## src/rtl/bfcd_pkg.sv

```systemverilog
// Shared types and constants of the bus frame command decoder.
// No dependencies; the decoder modules and the checker import this package.
package bfcd_pkg;

  localparam int CAPTURE_DEPTH = 6;
  localparam int CAPT_IDX_W    = $clog2(CAPTURE_DEPTH);
  localparam int COUNT_W       = 9;
  localparam logic [COUNT_W-1:0] COUNT_MAX = '1;
  localparam logic [COUNT_W-1:0] MIN_BYTES = COUNT_W'(4);

  localparam int CFG_IDX_W = 2;
  localparam logic [CFG_IDX_W-1:0] CFG_OWN_ADDRESS    = 2'd0;
  localparam logic [CFG_IDX_W-1:0] CFG_BROADCAST_LOW  = 2'd1;
  localparam logic [CFG_IDX_W-1:0] CFG_BROADCAST_HIGH = 2'd2;

  localparam logic [7:0] OWN_ADDRESS_RESET    = 8'd24;
  localparam logic [7:0] BROADCAST_LOW_RESET  = 8'd0;
  localparam logic [7:0] BROADCAST_HIGH_RESET = 8'd255;

  localparam logic [7:0] LEN_POLL = 8'd3;
  localparam logic [7:0] LEN_CD   = 8'd5;
  localparam logic [7:0] OP_POLL  = 8'h01;
  localparam logic [7:0] OP_CD    = 8'h38;

  localparam logic [7:0] SUB_STATUS   = 8'h00;
  localparam logic [7:0] SUB_STOP     = 8'h01;
  localparam logic [7:0] SUB_PAUSE    = 8'h02;
  localparam logic [7:0] SUB_PLAY     = 8'h03;
  localparam logic [7:0] SUB_FAST     = 8'h04;
  localparam logic [7:0] SUB_SEEK     = 8'h05;
  localparam logic [7:0] SUB_DISC     = 8'h06;
  localparam logic [7:0] SUB_SCAN     = 8'h07;
  localparam logic [7:0] SUB_RANDOM   = 8'h08;
  localparam logic [7:0] SUB_ALT_SEEK = 8'h0a;

  localparam logic [7:0] DISC_MIN = 8'd1;
  localparam logic [7:0] DISC_MAX = 8'd6;

  typedef enum logic [4:0] {
    CMD_TRAFFIC       = 5'd0,
    CMD_POLL          = 5'd1,
    CMD_STATUS        = 5'd2,
    CMD_STOP          = 5'd3,
    CMD_PAUSE         = 5'd4,
    CMD_PLAY          = 5'd5,
    CMD_FAST_REV      = 5'd6,
    CMD_FAST_FWD      = 5'd7,
    CMD_SEEK_NEXT     = 5'd8,
    CMD_SEEK_PREV     = 5'd9,
    CMD_ALT_SEEK_NEXT = 5'd10,
    CMD_ALT_SEEK_PREV = 5'd11,
    CMD_DISC_CHANGE   = 5'd12,
    CMD_SCAN_OFF      = 5'd13,
    CMD_SCAN_ON       = 5'd14,
    CMD_RANDOM_OFF    = 5'd15,
    CMD_RANDOM_ON     = 5'd16
  } cmd_t;

  typedef struct packed {
    logic       bad;
    logic [7:0] src;
    logic [7:0] len;
    logic [7:0] dst;
    logic [7:0] p0;
    logic [7:0] p1;
    logic [7:0] p2;
  } frame_t;

  typedef struct packed {
    logic [7:0] own_address;
    logic [7:0] broadcast_low;
    logic [7:0] broadcast_high;
  } cfg_t;

  typedef struct packed {
    logic       accepted;
    cmd_t       command;
    logic [2:0] disc;
  } result_t;

endpackage

```

## src/rtl/bfcd_if.sv

```systemverilog
// Valid/ready channel interfaces for message bytes and decoded results.
// Widths follow the fixed fields of the decoder.
interface bfcd_frame_if;
  logic       valid;
  logic       ready;
  logic [7:0] data_byte;
  logic       last_byte;
  logic       rx_error;

  modport source(output valid, data_byte, last_byte, rx_error, input ready);
  modport sink(input valid, data_byte, last_byte, rx_error, output ready);
endinterface

interface bfcd_result_if;
  logic       valid;
  logic       ready;
  logic       accepted;
  logic [4:0] command;
  logic [2:0] disc;

  modport source(output valid, accepted, command, disc, input ready);
  modport sink(input valid, accepted, command, disc, output ready);
endinterface

```

## src/rtl/bfcd_accum.sv

```systemverilog
// Per-byte accumulation: running XOR, saturating count, capture of the header bytes.
// Hands a completed frame summary to the decode stage; uses bfcd_pkg.
module bfcd_accum (
  input  logic            clk,
  input  logic            rst,
  input  logic            word_take,
  input  logic [7:0]      data_byte,
  input  logic            last_byte,
  input  logic            rx_error,
  input  logic            frame_take,
  output logic            frame_valid,
  output bfcd_pkg::frame_t frame
);
  import bfcd_pkg::*;

  logic [7:0]         capt [CAPTURE_DEPTH];
  logic [7:0]         capt_next [CAPTURE_DEPTH];
  logic [7:0]         xor_acc;
  logic [7:0]         xor_next;
  logic [COUNT_W-1:0] count;
  logic [COUNT_W-1:0] count_next;
  logic               err_seen;
  logic               err_next;
  frame_t             frame_next;

  always_comb begin
    capt_next = capt;
    if (count < COUNT_W'(CAPTURE_DEPTH)) begin
      capt_next[count[CAPT_IDX_W-1:0]] = data_byte;
    end
    xor_next   = xor_acc ^ data_byte;
    count_next = (count == COUNT_MAX) ? count : count + 1'b1;
    err_next   = err_seen | rx_error;

    frame_next.bad = err_next || (count_next < MIN_BYTES) || (xor_next != 8'd0);
    frame_next.src = capt_next[0];
    frame_next.len = capt_next[1];
    frame_next.dst = capt_next[2];
    frame_next.p0  = capt_next[3];
    frame_next.p1  = capt_next[4];
    frame_next.p2  = capt_next[5];
  end

  always_ff @(posedge clk) begin
    if (rst) begin
      for (int i = 0; i < CAPTURE_DEPTH; i++) begin
        capt[i] <= 8'd0;
      end
      xor_acc     <= 8'd0;
      count       <= '0;
      err_seen    <= 1'b0;
      frame_valid <= 1'b0;
    end else begin
      frame_valid <= (word_take && last_byte) || (frame_valid && !frame_take);
      if (word_take) begin
        if (last_byte) begin
          for (int i = 0; i < CAPTURE_DEPTH; i++) begin
            capt[i] <= 8'd0;
          end
          xor_acc  <= 8'd0;
          count    <= '0;
          err_seen <= 1'b0;
        end else begin
          capt     <= capt_next;
          xor_acc  <= xor_next;
          count    <= count_next;
          err_seen <= err_next;
        end
      end
    end
  end

  always_ff @(posedge clk) begin
    if (word_take && last_byte) begin
      frame <= frame_next;
    end
  end

endmodule

```

## src/rtl/bfcd_decode.sv

```systemverilog
// Frame decode: filtering, addressing and command mapping into the result register.
// Uses bfcd_pkg for frame, configuration and result types.
module bfcd_decode (
  input  logic              clk,
  input  logic              rst,
  input  bfcd_pkg::frame_t  frame,
  input  logic              frame_valid,
  input  bfcd_pkg::cfg_t    cfg,
  input  logic              result_ready,
  output logic              frame_take,
  output logic              result_valid,
  output bfcd_pkg::result_t result
);
  import bfcd_pkg::*;

  result_t res_next;
  logic    addressed;
  logic    pair_ok;

  assign frame_take = frame_valid && (!result_valid || result_ready);

  always_comb begin
    res_next  = '{accepted: 1'b0, command: CMD_TRAFFIC, disc: 3'd0};
    addressed = (frame.dst == cfg.own_address) || (frame.dst == cfg.broadcast_low) ||
                (frame.dst == cfg.broadcast_high);
    pair_ok   = (frame.p2[7:1] == 7'd0);
    if (!frame.bad && (frame.src != cfg.own_address)) begin
      if (!addressed) begin
        res_next.accepted = 1'b1;
      end else if (frame.len == LEN_POLL && frame.p0 == OP_POLL) begin
        res_next.accepted = 1'b1;
        res_next.command  = CMD_POLL;
      end else if (frame.len == LEN_CD && frame.p0 == OP_CD) begin
        case (frame.p1)
          SUB_STATUS: begin
            res_next.accepted = 1'b1;
            res_next.command  = CMD_STATUS;
          end
          SUB_STOP: begin
            res_next.accepted = 1'b1;
            res_next.command  = CMD_STOP;
          end
          SUB_PAUSE: begin
            res_next.accepted = 1'b1;
            res_next.command  = CMD_PAUSE;
          end
          SUB_PLAY: begin
            res_next.accepted = 1'b1;
            res_next.command  = CMD_PLAY;
          end
          SUB_FAST: begin
            res_next.accepted = pair_ok;
            if (pair_ok) begin
              res_next.command = frame.p2[0] ? CMD_FAST_FWD : CMD_FAST_REV;
            end
          end
          SUB_SEEK: begin
            res_next.accepted = pair_ok;
            if (pair_ok) begin
              res_next.command = frame.p2[0] ? CMD_SEEK_PREV : CMD_SEEK_NEXT;
            end
          end
          SUB_ALT_SEEK: begin
            res_next.accepted = pair_ok;
            if (pair_ok) begin
              res_next.command = frame.p2[0] ? CMD_ALT_SEEK_PREV : CMD_ALT_SEEK_NEXT;
            end
          end
          SUB_SCAN: begin
            res_next.accepted = pair_ok;
            if (pair_ok) begin
              res_next.command = frame.p2[0] ? CMD_SCAN_ON : CMD_SCAN_OFF;
            end
          end
          SUB_RANDOM: begin
            res_next.accepted = pair_ok;
            if (pair_ok) begin
              res_next.command = frame.p2[0] ? CMD_RANDOM_ON : CMD_RANDOM_OFF;
            end
          end
          SUB_DISC: begin
            if (frame.p2 inside {[DISC_MIN:DISC_MAX]}) begin
              res_next.accepted = 1'b1;
              res_next.command  = CMD_DISC_CHANGE;
              res_next.disc     = frame.p2[2:0];
            end
          end
          default: begin
            res_next.accepted = 1'b0;
          end
        endcase
      end
    end
  end

  always_ff @(posedge clk) begin
    if (rst) begin
      result_valid <= 1'b0;
    end else if (frame_take) begin
      result_valid <= 1'b1;
    end else if (result_ready) begin
      result_valid <= 1'b0;
    end
  end

  always_ff @(posedge clk) begin
    if (frame_take) begin
      result <= res_next;
    end
  end

endmodule

```

## src/rtl/bus_frame_command_decoder.sv

```systemverilog
// Top level of the bus frame command decoder; instantiates bfcd_accum and bfcd_decode.
// Depends on bfcd_pkg and the channel interfaces in bfcd_if.sv.
//
// Takes one message byte per clock on the frame channel, with no gaps between
// messages, as long as ready is high. Each byte is registered in the accumulate
// registers (XOR, count, header capture); the last byte of a message yields one
// result through a frame register and then the decode/result register.
// A waiting result does not stop the byte stream until both internal stages hold
// a finished message. Configuration writes take effect at once and belong to idle
// periods; there is no start-up sweep, so the block takes bytes right after reset.
module bus_frame_command_decoder (
  input  logic                             clk,
  input  logic                             rst,
  bfcd_frame_if.sink                       frame,
  bfcd_result_if.source                    result,
  input  logic                             cfg_we,
  input  logic [bfcd_pkg::CFG_IDX_W-1:0]   cfg_index,
  input  logic [7:0]                       cfg_data
);
  import bfcd_pkg::*;

  cfg_t    cfg;
  frame_t  frame_reg;
  logic    frame_valid;
  logic    frame_take;
  logic    word_take;
  result_t res;

  always_ff @(posedge clk) begin
    if (rst) begin
      cfg.own_address    <= OWN_ADDRESS_RESET;
      cfg.broadcast_low  <= BROADCAST_LOW_RESET;
      cfg.broadcast_high <= BROADCAST_HIGH_RESET;
    end else if (cfg_we) begin
      case (cfg_index)
        CFG_OWN_ADDRESS:    cfg.own_address    <= cfg_data;
        CFG_BROADCAST_LOW:  cfg.broadcast_low  <= cfg_data;
        CFG_BROADCAST_HIGH: cfg.broadcast_high <= cfg_data;
        default: begin
        end
      endcase
    end
  end

  assign frame.ready = !frame_valid || frame_take;
  assign word_take   = frame.valid && frame.ready;

  bfcd_accum u_accum (
    .clk         (clk),
    .rst         (rst),
    .word_take   (word_take),
    .data_byte   (frame.data_byte),
    .last_byte   (frame.last_byte),
    .rx_error    (frame.rx_error),
    .frame_take  (frame_take),
    .frame_valid (frame_valid),
    .frame       (frame_reg)
  );

  bfcd_decode u_decode (
    .clk          (clk),
    .rst          (rst),
    .frame        (frame_reg),
    .frame_valid  (frame_valid),
    .cfg          (cfg),
    .result_ready (result.ready),
    .frame_take   (frame_take),
    .result_valid (result.valid),
    .result       (res)
  );

  assign result.accepted = res.accepted;
  assign result.command  = res.command;
  assign result.disc     = res.disc;

endmodule

```

## src/flat_wrapper.sv

```systemverilog
// flat-port wrapper written by rule: the top's interface ports become plain ports
module bus_frame_command_decoder_flat import bfcd_pkg::*;
  (clk, rst, cfg_we, cfg_index, cfg_data, frame_valid, frame_data_byte, frame_last_byte, frame_rx_error, frame_ready, result_valid, result_accepted, result_command, result_disc, result_ready);
  bfcd_frame_if frame_i ();
  bfcd_result_if result_i ();
  input  logic clk;
  input  logic rst;
  input  logic cfg_we;
  input  logic [bfcd_pkg::CFG_IDX_W-1:0] cfg_index;
  input  logic [7:0] cfg_data;
  input wire logic [$bits(frame_i.valid)-1:0] frame_valid;
  input wire logic [$bits(frame_i.data_byte)-1:0] frame_data_byte;
  input wire logic [$bits(frame_i.last_byte)-1:0] frame_last_byte;
  input wire logic [$bits(frame_i.rx_error)-1:0] frame_rx_error;
  output wire logic [$bits(frame_i.ready)-1:0] frame_ready;
  output wire logic [$bits(result_i.valid)-1:0] result_valid;
  output wire logic [$bits(result_i.accepted)-1:0] result_accepted;
  output wire logic [$bits(result_i.command)-1:0] result_command;
  output wire logic [$bits(result_i.disc)-1:0] result_disc;
  input wire logic [$bits(result_i.ready)-1:0] result_ready;
  assign frame_i.valid = frame_valid;
  assign frame_i.data_byte = frame_data_byte;
  assign frame_i.last_byte = frame_last_byte;
  assign frame_i.rx_error = frame_rx_error;
  assign frame_ready = frame_i.ready;
  assign result_valid = result_i.valid;
  assign result_accepted = result_i.accepted;
  assign result_command = result_i.command;
  assign result_disc = result_i.disc;
  assign result_i.ready = result_ready;
  bus_frame_command_decoder u_core (.clk(clk), .rst(rst), .frame(frame_i), .result(result_i), .cfg_we(cfg_we), .cfg_index(cfg_index), .cfg_data(cfg_data));
endmodule
```

## config.mk

```make
export PLATFORM = sky130hd
export DESIGN_NAME = bus_frame_command_decoder_flat
export DESIGN_NICKNAME = d
export VERILOG_FILES = /design/src/rtl/bfcd_pkg.sv /design/src/rtl/bfcd_if.sv /design/src/rtl/bfcd_accum.sv /design/src/rtl/bfcd_decode.sv /design/src/rtl/bus_frame_command_decoder.sv /design/src/flat_wrapper.sv
export SDC_FILE = /design/constraint.sdc
export NUM_CORES = 1
export LEC_CHECK = 0
export ABC_AREA = 1
export BUFFER_PORTS_ARGS = -buffer_cell sky130_fd_sc_hd__buf_2
export CAP_MARGIN = 20
export CORE_MARGIN = 3
export CORE_UTILIZATION = 60
export DETAILED_ROUTE_END_ITERATION = 12
export GPL_TIMING_DRIVEN = 1
export PLACE_DENSITY = 0.83
export SLEW_MARGIN = 30
export SYNTH_ARGS = -nofsm -noshare
export SYNTH_HDL_FRONTEND = slang
export SYNTH_SLANG_ARGS = --single-unit
export TNS_END_PERCENT = 50
```

## constraint.sdc

```tcl
create_clock -name clk -period 4.88 [get_ports clk]
set_input_delay 1.22 -clock clk [delete_from_list [all_inputs] [get_ports clk]]
set_output_delay 1.22 -clock clk [all_outputs]
set_load 0.02 [all_outputs]
```

==> Word-level counts from Yosys, hierarchy flattened <==
Index checks and enable logic that the tools add are counted.
Widths: inputs -> output; s select.
{ "classes": {"eq_ne": 20, "n_reduce_logical": 33, "bitwise": 8, "add_sub_neg": 1, "magnitude_cmp": 6, "muxes": 28} }
{ "ops": {"columns": ["cell", "count"], "rows": [
  ["$mux 48", 2],
  ["$pmux 5 s10", 1],
  ["$bwmux 48", 1],
  ["$eq 8x3->1 const B", 5],
  ["$mux 9", 4],
  ["$demux 8 s3", 1],
  ["$eq 8x2->1 const B", 3],
  ["$eq 8x8->1", 3],
  ["$lt 9x3->1 const B", 2],
  ["$eq 8x1->1 const B", 2],
  ["$eq 8x4->1 const B", 2],
  ["$mux 8", 2],
  ["$mux 4", 3],
  ["$mux 5", 2],
  ["$add 9x1->9 const B", 1],
  ["$eq 9x9->1 const B", 1],
  ["$logic_and 1x1->1", 9],
  ["$eq 8x6->1 const B", 1],
  ["$ge 8x1->1 const B", 1],
  ["$le 8x3->1 const B", 1],
  ["$logic_not 8->1", 1],
  ["$ne 8x8->1", 1],
  ["$reduce_and 2->1", 4],
  ["$reduce_bool 8->1", 1],
  ["other kinds (21)", 42]
]} }
{ "totals": {"register_bits": 150, "in_bits": 25, "elab_cells": 121} }

==> Longest topological paths before layout <==
{ "logic_depth": {"depth_word": 8, "mapped_depth": 11, "ltp_nobuf": 11} }

==> Hierarchy <==
Synthesis repeated with hierarchy kept, for this count alone.
{ "hier_totals": {"hier_cells": 1211, "area_unflattened_um2": 8170.3} }
{ "by_module_without_submodules": {"columns": ["mod", "area_each_um2", "seq_area_each_um2", "n_inst", "cells_each"], "rows": [
  ["bfcd_accum", 5774.3, 2812.7, 1, 823],
  ["bfcd_decode", 1350.0, 290.3, 1, 246],
  ["bus_frame_command_decoder", 1046.0, 480.5, 1, 142]
]} }

==> Worst setup path after synthesis <==
OpenSTA, ideal clock, no wires.
{ "synth_path": {"path_type": "input -> register", "startpoint": "input port result_ready", "endpoint": "register, netlist name u_core.u_accum.frame[0]", "required_ps": 4424, "setup_time_ps": 456, "slack_ps": 553, "t_arrival_ps": 3871, "stages": 5, "cell_sequence": "inv_1 -> nand3_1 -> nand2_1 -> clkbuf_1 -> nor2_1"} }
{ "synth_between": {"elab_chain_cells": 5} }
{ "synth_lines": {"columns": ["element", "line_no", "source"], "rows": [
  ["start: declaration", "flat_wrapper.sv:20", "input wire logic [$bits(result_i.ready)-1:0] result_ready;"],
  ["$logic_or 1x1->1", "bfcd_decode.sv:20", "assign frame_take = frame_valid && (!result_valid || result_ready);"],
  ["$logic_and 1x1->1", "bfcd_decode.sv:20", null],
  ["$logic_or 1x1->1", "bus_frame_command_decoder.sv:45", "assign frame.ready = !frame_valid || frame_take;"],
  ["net frame_ready", "flat_wrapper.sv:15", "output wire logic [$bits(frame_i.ready)-1:0] frame_ready;"],
  ["$logic_and 1x1->1", "bus_frame_command_decoder.sv:46", "assign word_take = frame.valid && frame.ready;"],
  ["$logic_and 1x1->1", "bfcd_accum.sv:74", "if (word_take && last_byte) begin"]
]} }
The timed path passes the listed nets, and every way through them passes these cells.
A chain may end at the register's enable or synchronous reset.

==> Final worst setup path <==
{ "layout_path": {"startpoint": "input port result_ready", "endpoint": "output port frame_ready"} }
{ "layout_between": {"elab_chain_cells": 3} }
{ "layout_lines": {"columns": ["element", "line_no"], "rows": [
  ["$logic_or 1x1->1", "bfcd_decode.sv:20"],
  ["$logic_and 1x1->1", "bfcd_decode.sv:20"],
  ["$logic_or 1x1->1", "bus_frame_command_decoder.sv:45"],
  ["end: declaration", "flat_wrapper.sv:15"]
]} }
Every way passes these cells.

==> results.toml <==
[run_status]
status = "finished, final reports clean"

[worst_setup_path]
worstSetupEndpointType = "output port"
crit_top_cell = "buf_2"
worst_setup_path_start_kind = "input port"
r2r_cells = 7
crit_family = "buffers and inverters"
r2r_end = "u_core.u_accum.capt[15]"
timing.critical_path.slowest_cell_delay_ns = 0.24
crit_buf_inv = 3
required_ns = 3.66
crit_chain = "buf_2 -> inv_1 -> nand3_1 -> buf_2"
r2r_slack_ns = 2.49
crit_arrival_ns = 1.84
cp_max_fo = 3
cp_slowest_cell = "buf_2"
reg2reg_from = "u_core.u_decode.result_valid"
worstSetupPathType = "input port to output port"

[sta]
finalHoldViolCount = 0
setup_viol_count_final = 0
slew_headroom = 0.429
setup_slack_ns = 1.82
skew_ns = 0.00480
final_max_slew_viol_count = 0
fin_setup_tns_ns = 0
fmax_mhz = 327
period_share = 0.626
tightestPinTransition_ns = 0.856
rsz0062_at_grt = "false"
min_period_ns = 3.06

[global_routing]
overflow = 0
grt_usage = 0.235
first_global_vias = 5316
grt_pass1_wl_mm = 24.5
grt_max_degree = 66
antenna_found_initial = 0

[clock_tree]
numCtsBuffers = 17
clock-sinks = 150
ctsHoldBuffers = 0
clk_pin_slew_ns = 0.06
htree_levels = 4
post_cts_resized = 0
cts_tree = "yes"
cts_buffer_depth = 2
post_cts_buffers = 0
clock_latency_ns = 0.43
root_buffer = "clkbuf_16"

[logic_synthesis]
ys_ff_latch = 150
avgSynthCellArea_um2 = 7.68
ys.warnings.count = 0
synth_cell_types = 32
yosysTopAreaCell = "dfxtp_1"
synth.top_cells.by_area = "dfxtp_1 (26%), edfxtp_1 (24%), nand2_1 (14%), inv_1 (8.1%), a21oi_1 (4.8%)"
synth_area_um2 = 7210
syn_inst = 939
synth_nets = 965
seq_area_frac_synth = 0.497
synth_top_area_frac = 0.256

[power_and_ir_drop]
power_leakage_uw = 0.00366
power.density_nw_per_um2 = 360
ir_worst_vdd_uv = 246
power_uw = 2890

[finish]
layout-drive-gt1-share = 0.100
layout_common_cells = "nand2_1 (269), inv_1 (156), dfxtp_1 (92)"
synthToLayoutAreaGrowth_pct = 11.7
nFillCells = 901
post-route-util = 0.696
diodes = 0
nNetsFinal = 993
fin_area_um2 = 8050
largest_register_ffs = 49
final_common_cell = "nand2_1"

[detailed_routing]
first_pass_iters = 7
wire_per_inst_um = 13.1
vias = 5778
via_per_inst = 5.15
routed_wirelength_mm = 14.7
first_iter_violations = 489
ant_nets = 0
drc = 0

[die]
initial_core_util = 0.623
rows = 39
die_h_um = 116
fp.dieArea_um2 = 13400
core_um2 = 11600
die_w_um = 116
io-pin-count = 36

[placement]
place_area_um2 = 7430
port_buffers = 35
pre_cts_ws_ns = 1.70
place_congestion = 0.894
dpl.hpwl_mm = 9.57

[min_path]
min_path_type = "flop to flop"
min_from = "u_core.u_accum.err_seen"
hold_end = "u_core.u_accum.err_seen"
hold_depth = 2

[job]
max_cap_viol_count = 0
[metal layers]
layer | up-vias | global-route usage | routed length, um
met2 | 150 | 0.398 | 7070
li1 | 3024 | - | -
met5 | - | 0 | 0
met4 | 0 | 0.0767 | 236
met1 | 2580 | 0.292 | 6600
met3 | 24 | 0.0663 | 821
[worst max-delay path by stage]
| stage | startpoint | endpoint | slack [ns] | depth (start not counted) |
|---|---|---|---|---|
| after floorplan | result_ready | u_core.u_accum.frame[0] | 0.55 | 5 |
| after global placement | result_ready | u_core.u_accum.count[0] | 1.74 | 9 |
| after detailed placement | result_ready | u_core.u_accum.count[1] | 1.70 | 9 |
| after CTS | result_ready | frame_ready | 1.84 | 4 |
| after global routing | result_ready | u_core.u_accum.capt[15] | 1.75 | 9 |
| final | result_ready | frame_ready | 1.82 | 4 |
[report_power, final]
part	switching, uW	internal (uW)	total, uW
registers	25.3	1340	1370
clock network	485	843	1330
logic	133	64.5	198
[cell usage after synthesis]
library cell,count
buf_1,2
nand4_2,1
nand2_1,270
xnor2_1,27
nand3b_1,3
o21ai_1,12
inv_1,156
o211ai_1,9
nand2_2,3
nor4_1,1
o21ai_0,58
nor3_1,8
a2bb2oi_1,5
nand3_1,25
buf_6,7
edfxtp_1,58
dfxtp_1,92
clkbuf_1,16
nand4_1,12
inv_2,3
ha_1,1
nor2_1,72
buf_2,5
clkinv_1,1
nand3_2,7
buf_4,1
nor2_2,1
xor2_1,3
or2_2,2
a21oi_2,8
nor2_8,1
a21oi_1,69
[worst min-delay path: cells and delay by family, from the launching register on]
| family | cells | cell delay [ns] |
|---|---|---|
| flops | 1 | 0.31 |
| buf+inv | 1 | 0.05 |
| compound gates | 1 | 0.05 |
[cell type report]
type	instances	area [um^2]	area share
flip-flops and latches	150	3580	0.445
multi-input cells	598	2860	0.355
inverters	160	602	0.0748
clock buffers	23	519	0.0645
repair buffers	40	213	0.0264
well taps	143	179	0.0222
clock inverters	9	92.6	0.0115
[cell families after synthesis]
kind of cell | after synthesis | synth area share
adder cells (fa/ha/maj) | 1 | 0.00174
AND/OR/NAND/NOR | 406 | 0.235
AO/OA/AOI/OAI | 161 | 0.122
buffers and inverters | 191 | 0.108
XOR/XNOR | 30 | 0.0365
flip-flops | 150 | 0.497
[stage by stage]
| stage | hold slack [ns] | cells |
|---|---|---|
| floorplan | 0.426 | 939 |
| global placement | 0.441 | 1091 |
| detailed placement | 0.447 | 1091 |
| CTS | 0.457 | 1123 |
| global route | 0.473 | 1123 |
| finish | 0.455 | 1123 |
Power figures use the tool's default switching activity.
